`src/sv/ldg_pkg.sv`:
```
// ----------------------------------------------------------------------------
// ldg_pkg
// Widths and shared types of the line dash generator.
// ----------------------------------------------------------------------------
package ldg_pkg;

  localparam int COORD_W = 24;
  localparam int CFG_W   = 23;
  localparam int ABS_W   = 24;
  localparam int LEN_W   = 25;
  localparam int PROD_W  = 50;
  localparam int SU_W    = 28;

  localparam logic REG_DASH = 1'b0;
  localparam logic REG_GAP  = 1'b1;

  typedef struct packed {
    logic                      trunc;
    logic                      last;
    logic [COORD_W-1:0]        ey;
    logic [COORD_W-1:0]        ex;
    logic [COORD_W-1:0]        sy;
    logic [COORD_W-1:0]        sx;
  } ldg_res_t;

endpackage

```
`src/sv/ldg_cmp_sub.sv`:
```
// ----------------------------------------------------------------------------
// ldg_cmp_sub
// Shared compare and subtract step for the root and divide iterations.
// ----------------------------------------------------------------------------
module ldg_cmp_sub import ldg_pkg::*; (
  input  logic [SU_W-1:0] a_i,
  input  logic [SU_W-1:0] b_i,
  output logic [SU_W-1:0] diff_o,
  output logic            ge_o
);

  assign diff_o = a_i - b_i;
  assign ge_o   = (a_i >= b_i);

endmodule

```
`src/sv/ldg_core.sv`:
```
// ----------------------------------------------------------------------------
// ldg_core
// Sequencer and datapath: squares, bitwise root, then per dash four
// multiply-divide interpolations on one shared compare/subtract unit.
// ----------------------------------------------------------------------------
module ldg_core import ldg_pkg::*; #(
  parameter int MAX_DASHES = 64
) (
  input  logic               clk_i,
  input  logic               rst_ni,
  input  logic               in_valid_i,
  output logic               in_ready_o,
  input  logic [COORD_W-1:0] ax_i,
  input  logic [COORD_W-1:0] ay_i,
  input  logic [COORD_W-1:0] bx_i,
  input  logic [COORD_W-1:0] by_i,
  input  logic [CFG_W-1:0]   dash_i,
  input  logic [CFG_W-1:0]   gap_i,
  output logic               res_valid_o,
  output ldg_res_t           res_o,
  input  logic               res_free_i
);

  localparam int KW = (MAX_DASHES > 1) ? $clog2(MAX_DASHES) : 1;

  localparam logic [3:0] S_IDLE = 4'd0;
  localparam logic [3:0] S_SQX  = 4'd1;
  localparam logic [3:0] S_SQY  = 4'd2;
  localparam logic [3:0] S_SUM  = 4'd3;
  localparam logic [3:0] S_SQRT = 4'd4;
  localparam logic [3:0] S_LEN  = 4'd5;
  localparam logic [3:0] S_DASH = 4'd6;
  localparam logic [3:0] S_MUL  = 4'd7;
  localparam logic [3:0] S_DVI  = 4'd8;
  localparam logic [3:0] S_DIV  = 4'd9;
  localparam logic [3:0] S_FIX  = 4'd10;
  localparam logic [3:0] S_EMIT = 4'd11;

  logic [3:0]         state_q, state_d;
  logic [4:0]         cnt_q;
  logic [1:0]         lidx_q;
  logic [KW-1:0]      k_q;
  logic               pass_q;
  logic [COORD_W-1:0] ax_q, ay_q;
  logic [ABS_W-1:0]   udx_q, udy_q;
  logic               ndx_q, ndy_q;
  logic [PROD_W-1:0]  prod_q, rad_q;
  logic [SU_W-1:0]    rem_q;
  logic [LEN_W-1:0]   root_q, len_q, t_q, e_q;
  logic [LEN_W:0]     nt_q;
  logic [COORD_W-1:0] rsx_q, rsy_q, rex_q, rey_q;

  logic [LEN_W:0]     period, nt, e_raw;
  logic [LEN_W:0]     dx_w, dy_w;
  logic [ABS_W-1:0]   mul_a;
  logic [LEN_W-1:0]   mul_b;
  logic [PROD_W-1:0]  mul_p;
  logic [SU_W-1:0]    su_a, su_b, su_diff;
  logic               su_ge;
  logic [COORD_W-1:0] base, qv, coord;
  logic               neg, more, at_max;

  assign period = (LEN_W+1)'(dash_i) + (LEN_W+1)'(gap_i);
  assign dx_w   = (LEN_W+1)'(signed'(bx_i)) - (LEN_W+1)'(signed'(ax_i));
  assign dy_w   = (LEN_W+1)'(signed'(by_i)) - (LEN_W+1)'(signed'(ay_i));
  assign nt     = (LEN_W+1)'(t_q) + period;
  assign e_raw  = (LEN_W+1)'(t_q) + (LEN_W+1)'(dash_i);

  always_comb begin
    mul_a = udx_q;
    mul_b = LEN_W'(udx_q);
    unique case (state_q)
      S_SQY:   begin
        mul_a = udy_q;
        mul_b = LEN_W'(udy_q);
      end
      S_MUL:   begin
        mul_a = lidx_q[0] ? udy_q : udx_q;
        mul_b = lidx_q[1] ? e_q : t_q;
      end
      default: begin
        mul_a = udx_q;
        mul_b = LEN_W'(udx_q);
      end
    endcase
  end

  assign mul_p = PROD_W'(mul_a) * PROD_W'(mul_b);

  always_comb begin
    if (state_q == S_SQRT) begin
      su_a = {rem_q[SU_W-3:0], rad_q[PROD_W-1 -: 2]};
      su_b = {1'b0, root_q, 2'b01};
    end else begin
      su_a = {2'b00, rem_q[LEN_W-1:0], prod_q[PROD_W-1]};
      su_b = SU_W'(len_q);
    end
  end

  ldg_cmp_sub u_cmp_sub (
    .a_i    (su_a),
    .b_i    (su_b),
    .diff_o (su_diff),
    .ge_o   (su_ge)
  );

  assign base   = lidx_q[0] ? ay_q : ax_q;
  assign neg    = lidx_q[0] ? ndy_q : ndx_q;
  assign qv     = root_q[COORD_W-1:0];
  assign coord  = neg ? (base - qv) : (base + qv);
  assign more   = (nt_q < (LEN_W+1)'(len_q));
  assign at_max = (k_q == KW'(MAX_DASHES - 1));

  always_comb begin
    state_d = state_q;
    unique case (state_q)
      S_IDLE: if (in_valid_i) state_d = (period == '0) ? S_EMIT : S_SQX;
      S_SQX:  state_d = S_SQY;
      S_SQY:  state_d = S_SUM;
      S_SUM:  state_d = S_SQRT;
      S_SQRT: if (cnt_q == '0) state_d = S_LEN;
      S_LEN:  state_d = (root_q == '0) ? S_IDLE : S_DASH;
      S_DASH: state_d = S_MUL;
      S_MUL:  state_d = S_DVI;
      S_DVI:  state_d = S_DIV;
      S_DIV:  if (cnt_q == '0) state_d = S_FIX;
      S_FIX:  state_d = (lidx_q == 2'd3) ? S_EMIT : S_MUL;
      S_EMIT: begin
        if (res_free_i) state_d = (pass_q || !more || at_max) ? S_IDLE : S_DASH;
      end
      default: state_d = S_IDLE;
    endcase
  end

  always_ff @(posedge clk_i or negedge rst_ni) begin
    if (!rst_ni) begin
      state_q <= S_IDLE;
      cnt_q   <= '0;
      lidx_q  <= '0;
      k_q     <= '0;
      pass_q  <= 1'b0;
    end else begin
      state_q <= state_d;
      unique case (state_q)
        S_IDLE: begin
          if (in_valid_i) begin
            pass_q <= (period == '0);
            k_q    <= '0;
          end
        end
        S_SUM:  cnt_q <= 5'(LEN_W - 1);
        S_SQRT: cnt_q <= cnt_q - 5'd1;
        S_DASH: lidx_q <= '0;
        S_DVI:  cnt_q <= 5'(LEN_W - 1);
        S_DIV:  cnt_q <= cnt_q - 5'd1;
        S_FIX:  lidx_q <= lidx_q + 2'd1;
        S_EMIT: if (res_free_i) k_q <= k_q + KW'(1);
        default: cnt_q <= cnt_q;
      endcase
    end
  end

  always_ff @(posedge clk_i) begin
    unique case (state_q)
      S_IDLE: begin
        ax_q  <= ax_i;
        ay_q  <= ay_i;
        ndx_q <= dx_w[LEN_W];
        ndy_q <= dy_w[LEN_W];
        udx_q <= ABS_W'(dx_w[LEN_W] ? -dx_w : dx_w);
        udy_q <= ABS_W'(dy_w[LEN_W] ? -dy_w : dy_w);
        rsx_q <= ax_i;
        rsy_q <= ay_i;
        rex_q <= bx_i;
        rey_q <= by_i;
      end
      S_SQX: prod_q <= mul_p;
      S_SQY: begin
        rad_q  <= prod_q;
        prod_q <= mul_p;
      end
      S_SUM: begin
        rad_q  <= rad_q + prod_q;
        rem_q  <= '0;
        root_q <= '0;
      end
      S_SQRT: begin
        rad_q  <= {rad_q[PROD_W-3:0], 2'b00};
        rem_q  <= su_ge ? su_diff : su_a;
        root_q <= {root_q[LEN_W-2:0], su_ge};
      end
      S_LEN: begin
        len_q <= root_q;
        t_q   <= '0;
      end
      S_DASH: begin
        nt_q <= nt;
        e_q  <= (e_raw > (LEN_W+1)'(len_q)) ? len_q : LEN_W'(e_raw);
      end
      S_MUL: prod_q <= mul_p;
      S_DVI: begin
        rem_q  <= SU_W'(prod_q[PROD_W-1:LEN_W]);
        prod_q <= {prod_q[LEN_W-1:0], {(PROD_W-LEN_W){1'b0}}};
        root_q <= '0;
      end
      S_DIV: begin
        rem_q  <= su_ge ? su_diff : su_a;
        prod_q <= {prod_q[PROD_W-2:0], 1'b0};
        root_q <= {root_q[LEN_W-2:0], su_ge};
      end
      S_FIX: begin
        unique case (lidx_q)
          2'd0: rsx_q <= coord;
          2'd1: rsy_q <= coord;
          2'd2: rex_q <= coord;
          2'd3: rey_q <= coord;
          default: rsx_q <= coord;
        endcase
      end
      S_EMIT: if (res_free_i && more) t_q <= LEN_W'(nt_q);
      default: rem_q <= rem_q;
    endcase
  end

  assign in_ready_o  = (state_q == S_IDLE);
  assign res_valid_o = (state_q == S_EMIT);
  assign res_o.sx    = rsx_q;
  assign res_o.sy    = rsy_q;
  assign res_o.ex    = rex_q;
  assign res_o.ey    = rey_q;
  assign res_o.last  = pass_q || !more || at_max;
  assign res_o.trunc = !pass_q && more && at_max;

endmodule

```
`src/sv/line_dash_generator_top.sv`:
```
// ----------------------------------------------------------------------------
// line_dash_generator_top
// Splits one segment per input word into dash words on a stream interface.
// Flow: a zero period gives its segment back as one word; else the squares
// and the 25-step root, then per dash four 25-step divides on the shared
// compare/subtract unit.
// Throughput: one segment at a time; tready is high only when idle.
// Reset: async active low; clears sequencer, output valid and the dash/gap registers to 0.
// ----------------------------------------------------------------------------
module line_dash_generator_top import ldg_pkg::*; #(
  parameter int MAX_DASHES = 64
) (
  input  logic                 clk_i,
  input  logic                 rst_ni,
  input  logic                 cfg_valid_i,
  output logic                 cfg_ready_o,
  input  logic                 cfg_index_i,
  input  logic [CFG_W-1:0]     cfg_data_i,
  input  logic                 s_axis_tvalid,
  output logic                 s_axis_tready,
  // start_x, start_y, end_x, end_y
  input  logic [4*COORD_W-1:0] s_axis_tdata,
  output logic                 m_axis_tvalid,
  input  logic                 m_axis_tready,
  // dash_start_x, dash_start_y, dash_end_x, dash_end_y
  output logic [4*COORD_W-1:0] m_axis_tdata,
  output logic                 m_axis_tlast,
  // truncated
  output logic                 m_axis_tuser
);

  logic [CFG_W-1:0] dash_q, gap_q;
  logic             res_valid, res_free, out_valid_q;
  ldg_res_t         res, out_q;

  assign cfg_ready_o = 1'b1;

  always_ff @(posedge clk_i or negedge rst_ni) begin
    if (!rst_ni) begin
      dash_q <= '0;
      gap_q  <= '0;
    end else if (cfg_valid_i) begin
      unique case (cfg_index_i)
        REG_DASH: dash_q <= cfg_data_i;
        REG_GAP:  gap_q  <= cfg_data_i;
        default:  dash_q <= dash_q;
      endcase
    end
  end

  ldg_core #(
    .MAX_DASHES (MAX_DASHES)
  ) u_core (
    .clk_i       (clk_i),
    .rst_ni      (rst_ni),
    .in_valid_i  (s_axis_tvalid),
    .in_ready_o  (s_axis_tready),
    .ax_i        (s_axis_tdata[COORD_W-1:0]),
    .ay_i        (s_axis_tdata[2*COORD_W-1:COORD_W]),
    .bx_i        (s_axis_tdata[3*COORD_W-1:2*COORD_W]),
    .by_i        (s_axis_tdata[4*COORD_W-1:3*COORD_W]),
    .dash_i      (dash_q),
    .gap_i       (gap_q),
    .res_valid_o (res_valid),
    .res_o       (res),
    .res_free_i  (res_free)
  );

  assign res_free = !out_valid_q || m_axis_tready;

  always_ff @(posedge clk_i or negedge rst_ni) begin
    if (!rst_ni) begin
      out_valid_q <= 1'b0;
    end else if (res_free) begin
      out_valid_q <= res_valid;
    end
  end

  always_ff @(posedge clk_i) begin
    if (res_free && res_valid) begin
      out_q <= res;
    end
  end

  assign m_axis_tvalid = out_valid_q;
  assign m_axis_tdata  = {out_q.ey, out_q.ex, out_q.sy, out_q.sx};
  assign m_axis_tlast  = out_q.last;
  assign m_axis_tuser  = out_q.trunc;

endmodule

```
`config.mk`:
```
export PLATFORM = sky130hd
export DESIGN_NAME = line_dash_generator_top
export DESIGN_NICKNAME = d
export VERILOG_FILES = /design/src/sv/ldg_pkg.sv /design/src/sv/ldg_cmp_sub.sv /design/src/sv/ldg_core.sv /design/src/sv/line_dash_generator_top.sv
export SDC_FILE = /design/constraint.sdc
export NUM_CORES = 2
export LEC_CHECK = 0
export ABC_AREA = 1
export BUFFER_PORTS_ARGS = -buffer_cell sky130_fd_sc_hd__buf_2
export CAP_MARGIN = 20
export CORE_ASPECT_RATIO = 0.8
export CORE_MARGIN = 4
export CORE_UTILIZATION = 30
export CTS_CLUSTER_DIAMETER = 50
export DETAILED_ROUTE_END_ITERATION = 8
export GPL_TIMING_DRIVEN = 0
export PLACE_DENSITY_LB_ADDON = 0.3
export SYNTH_ARGS = -nofsm -noshare
export SYNTH_HDL_FRONTEND = slang
export SYNTH_SLANG_ARGS = --single-unit
```
`constraint.sdc`:
```
create_clock -name clk_i -period 7.1 [get_ports clk_i]
set_clock_uncertainty 0.15 [all_clocks]
set_input_delay 2.13 -clock clk_i [delete_from_list [all_inputs] [get_ports clk_i]]
set_output_delay 2.13 -clock clk_i [all_outputs]
set_load 0.02 [all_outputs]
```
* Yosys cells after proc, flatten, opt, wreduce, memory -nomap -nowiden
Index checks and enable logic that the tools add are counted.
** Operators by class
- Add/subtract/negate cells :: 14
- Multipliers :: 1
- Order comparisons :: 3
- Equal/unequal tests :: 24
- Muxes and demuxes :: 41
- Bitwise logic cells :: 1
- Reduce and logical (&&, ||, !) cells :: 36
** Operators with widths (number)
- $pmux W50 S3 :: 2
- $pmux W24 S2 :: 5
- $mux W24 :: 9
- $pmux W25 S2 :: 3
- $pmux W26 S3 :: 1
- $mux W25 :: 3
- $add A50 B50 Y50 :: 1
- $sub A24 B24 Y25 :: 2
- $mul A24 B25 Y49 :: 1
- $neg A24 Y24 :: 2
- $pmux W4 S12 :: 1
- $ge A28 B27 Y1 :: 1
- $mux W28 :: 1
- $mux W27 :: 1
- $add A25 B23 Y26 :: 1
- $add A25 B26 Y26 :: 1
- $gt A26 B25 Y1 :: 1
- $logic_not A26 Y1 :: 1
- $lt A26 B25 Y1 :: 1
- $mux W26 :: 1
- $sub A26 B26 Y26 :: 1
- $logic_not A25 Y1 :: 1
- $add A23 B23 Y24 :: 1
- $add A24 B24 Y24 :: 1
- 34 further kinds :: 77
** Storage, ports and cells
- Register bits after elaboration :: 609
- Word-level logic and storage cells :: 152

* Logic depth before layout (Yosys ltp)
- Depth after elaboration :: 7
- Mapped depth :: 40

* Cells and area by module
Synthesis repeated with hierarchy kept, for this count alone.
** Second synthesis, totals
- Cell total of the unflattened synthesis :: 8069
- Area total of the unflattened synthesis :: 62621.3 µm²
** By module, submodules not included
- ldg_core :: instances 1, cells each 7303, area each 55444.4 µm², seq. area each 13843.3 µm²
- line_dash_generator_top :: instances 1, cells each 307, area each 4854.7 µm², seq. area each 4119.0 µm²
- ldg_cmp_sub :: instances 1, cells each 459, area each 2322.2 µm², seq. area each 0.0 µm²

* Least setup slack after synthesis
No wires, ideal clock.
- Path kind :: input port to flip-flop
- Start point :: input port m_axis_tready
- End point :: register u_core.t_q[0] (enable)
- Library setup time :: 0.417 ns
- Arrival time :: 8.187 ns
- Data required time :: 6.533 ns
- Setup slack :: -1.654 ns
- Stages :: 4
- Buffers on the path :: 0
- Cells stage by stage :: nor2_1 -> nor2_1 -> inv_1 -> o22ai_1
** Between the ends
- Word-level cells in the longest chain between the ends :: 4
** Ends and longest elaborated chain
- start: declaration :: line line_dash_generator_top.sv:24 : input logic m_axis_tready,
- $logic_or A1 B1 Y1 :: line line_dash_generator_top.sv:69 : assign res_free = !out_valid_q || m_axis_tready;
- $logic_and A1 B1 Y1 :: line ldg_core.sv:220 : S_EMIT: if (res_free_i && more) t_q <= LEN_W'(nt_q);
- $ne A2 B1 Y1 (no source line)
- $reduce_and A2 Y1 (no source line)
- end signal: assignment :: line ldg_core.sv:220
- end: declaration :: line ldg_core.sv:49 : logic [LEN_W-1:0] root_q, len_q, t_q, e_q;
Every way passes these cells.
A chain may end at the register's enable or synchronous reset.

* Worst setup path in the final report
- Start point :: register u_core.state_q[2]
- End point :: register u_core.prod_q[37], data pin
** Between the ends
- Word-level cells in the longest chain between the ends :: 4
** Ends and longest elaborated chain
- start: declaration :: line ldg_core.sv:39 : logic [3:0] state_q, state_d;
- start signal: assignment :: line ldg_core.sv:143 : state_q <= state_d;
- $eq A4 B3 Y1 / $eq A4 B2 Y1 (equally long branches) :: line ldg_core.sv:72, ldg_core.sv:164
- $pmux W24 S2 / $pmux W25 S2 (equally long branches) :: line ldg_core.sv:72 : unique case (state_q)
- $mul A24 B25 Y49 :: line ldg_core.sv:88 : assign mul_p = PROD_W'(mul_a) * PROD_W'(mul_b);
- $pmux W50 S3 (*) :: line ldg_core.sv:164 : unique case (state_q)
- end signal: assignment :: line ldg_core.sv:177 : S_SQX: prod_q <= mul_p;
- end signal: assignment :: line ldg_core.sv:180 : prod_q <= mul_p;
- end signal: assignment :: line ldg_core.sv:200 : S_MUL: prod_q <= mul_p;
- end: declaration :: line ldg_core.sv:47 : logic [PROD_W-1:0] prod_q, rad_q;
Mark *: on every way between the ends. The rest lies on a longest branch, timed or not.

==> metrics <==
outcome finished with violations; failing checks negative setup slack; placed cell count 10,680; worst slew pin tran 1202 ps; CTS tree built; post-synth cell types 64; Final #Nets 9,375; internal power 6.929 mW; Max Cap Viol 0; Worst path max stage delay 610 ps; Seq pwr share 39.9%; count leader, synth nand2_1; Num CTS Buffers 78; syn_nets 8,830; layout cells sized above 1 14.58%; DRT antenna net count 0; die extent in x 511.6 µm; GR Overflow Total 0; worst setup margin -961.6 ps; switching power 3.158 mW; Layout area overhead 22.03%; Post-Route Setup TNS -27,270 ps; die area 210,200 µm²; clk slew on worst S/H paths 60 ps; Placed Area 66,450 µm²; I/O Pins 226; largest net degree at the start of global routing 65; RePlAce Congestion 0.9700; first-pass detailed-route iteration total 6; Synth warnings 0; critical path class register to register; CP required 7360 ps; Tot GR Track Use 23.08%; vias per inst 5.074; clk root buf clkbuf_16; Core Region 201,200 µm²; IO Port Bufs 224; global-route wire length before repair 363.1 mm; Synth Area in Simple Gates 22.02%; most frequent cells after synthesis nand2_1 (1,957), inv_1 (1,394), nor2_1 (836); # rows 147; die span in y 410.9 µm; Synth Area in XOR/XNOR 2.401%; main combinational cell family by area after synthesis adder cells; via count 56,000; Max Root-Sink Buffers 3; Hold Buf Count CTS 0; initial core utilization 30.25%; CP Launch Type register; initial antenna violation count 16; vias in the first global route 54,450; min Tclk post-route 8062 ps; Cell Area, Synth 60,870 µm²; Critical Path End Type register; H-tree levels 3; Final HPWL DP 203.1 mm; Period Utilization, post-route 113.5%; final hold viol count 0; switch share 31.31%; ys async rst share 10.67%; Clock Latency Late Sink 710 ps; syn_area_per_cell 7.862 µm²; Arr. time, crit path 8320 ps; DR DRC count 0; post-synthesis register bit count 609; pwr/cell area 135.8 nW/µm²; Hold WC Path Type register to register; Power Total 10.09 mW; Fmax 0.1240 GHz; Post-Syn Instances 7,742; Post-Synth Adder-Cell Area 26.11%; Top cell by count, worst path fa_1; crit-path max FO 8; Final Max Slew Viols 0; ys flop type edfxtp_1; sequential-to-total area share from yosys stat 29.51%; top cell type's share of synthesized area 26.84%; final setup vio count 41; post-synthesis compound-gate area fraction 9.781%; post-synthesis mux area share 0.03289%; Yosys top cell by area edfxtp_1; DR WL/cell 22.38 µm; Sink Count 609; Synth area leaders edfxtp_1 (27%), fa_1 (17%), nand2_1 (12%); final non-filler cell area 74,280 µm²; DRT Wirelength 247.0 mm; Leak 34.59 nW; CP max stage cell fa_2; number of flops mapped to enable cells by yosys 544; Non-Filler Instances 11,040; Initial DRC Count 5,756; VDD IR-drop max 0.0002336 V; Comb pwr share 19.5%; clock power share 40.6%; unrepaired setup endpoints after global routing yes; max_slew headroom 19.83%
[area by class of cell]
type	instances	area (µm²)
Fill cell	20790	126900
Multi-Input combinational cell	5518	39330
Sequential cell	609	17970
Inverter	1413	5463
Timing Repair Buffer	468	3651
Tap cell	2682	3356
Clock buffer	90	2028
Buffer	199	1832
Clock inverter	55	641.9
Antenna cell	2	5.005
[cell families after synthesis]
kind of cell,Yosys count
AOI/OAI and AO/OA,1065
adders and majority gates,963
buffers and inverters,1615
other,1
muxes,2
and+or+nand+nor,3321
DFF,609
xor gates and xnor gates,166
[layout by cell type (no fill, tap or decap), types with 53 or more instances in the layout]
| cell type | count |
|---|---|
| a21oi_1 | 349 |
| buf_2 | 241 |
| buf_4 | 183 |
| clkbuf_1 | 89 |
| clkbuf_16 | 90 |
| dfrtp_1 | 62 |
| edfxtp_1 | 544 |
| fa_1 | 496 |
| ha_1 | 421 |
| inv_1 | 1325 |
| nand2_1 | 1859 |
| nand2_2 | 53 |
| nand3_1 | 266 |
| nand4_1 | 93 |
| nor2_1 | 763 |
| nor3_1 | 54 |
| o21ai_0 | 384 |
| xor2_1 | 102 |
[worst paths after layout]
kind | from | endpoint | slack (ps) | cells after the start
hold / removal | u_core.rsx_q[1] | m_axis_tdata[1] | 260 | 0
setup reg to reg | u_core.state_q[2] | u_core.prod_q[37] | -960 | 32
setup / recovery | u_core.state_q[2] | u_core.prod_q[37] | -960 | 32
min in group asynchronous | rst_ni | gap_q[2] | 1100 | 1
hold reg to reg | u_core.rsx_q[1] | m_axis_tdata[1] | 260 | 0
max in group asynchronous | rst_ni | u_core.state_q[3] | 5120 | 2
[sequential cells by signal, summed over array words and instances, names as in the netlist, 25 cells and up]
register and cells:
u_core.nt_q 26, u_core.t_q 25, u_core.root_q 25, u_core.len_q 25, m_axis_tdata 96, u_core.prod_q 50, u_core.rem_q 26, u_core.rad_q 50
u_core.e_q 25
[routing by layer]
layer / vias to the layer above / wire length [µm] / track usage [%]
li1: 25900 / - / -
met1: 27440 / 115800 / 34.50
met2: 2324 / 101000 / 33.57
met3: 327 / 23480 / 5.269
met4: 8 / 6711 / 5.289
met5: - / 52 / 0
[power groups by stage]
stage	Combinational, mW	Sequential (mW)	Clock (mW)
6_report	1.96	4.03	4.10
4_1_cts	1.95	4.03	4.16
5_1_grt	2.22	4.03	4.33
3_5_place_dp	1.94	4.10	0
2_1_floorplan	1.38	4.08	0
3_3_place_gp	1.92	4.10	0
[worst max-delay path: cells and delay by family, from the launching register on]
family	cells	cell delay (ps)
AND/OR/NAND/NOR	12	1840
buffers and inverters	10	920
adder cells (fa/ha/maj)	8	3940
flip-flops	1	400
AO/OA/AOI/OAI	2	520
[stage by stage]
| stage | hold WS (ps) | setup WS, ps | utilization (%) |
|---|---|---|---|
| global placement | 252.5 | -2885 | 32.74 |
| detailed placement | 254.5 | -2487 | 33.02 |
| floorplan | 250.3 | -157.5 | - |
| CTS | 262.7 | -857.6 | 36.33 |
| global route | 269.5 | -1158 | 36.91 |
| finish | 258.9 | -961.6 | 36.91 |
[repair_timing]
action | 4_1_cts | 5_1_grt
buffers inserted | 151 | 48
endpoints found under the setup margin | 41 | 41
cloned | 8 | 1
pin swaps | 117 | 77
gates resized for setup | 657 | 200
Note: power is estimated with default switching activity, not from simulation.
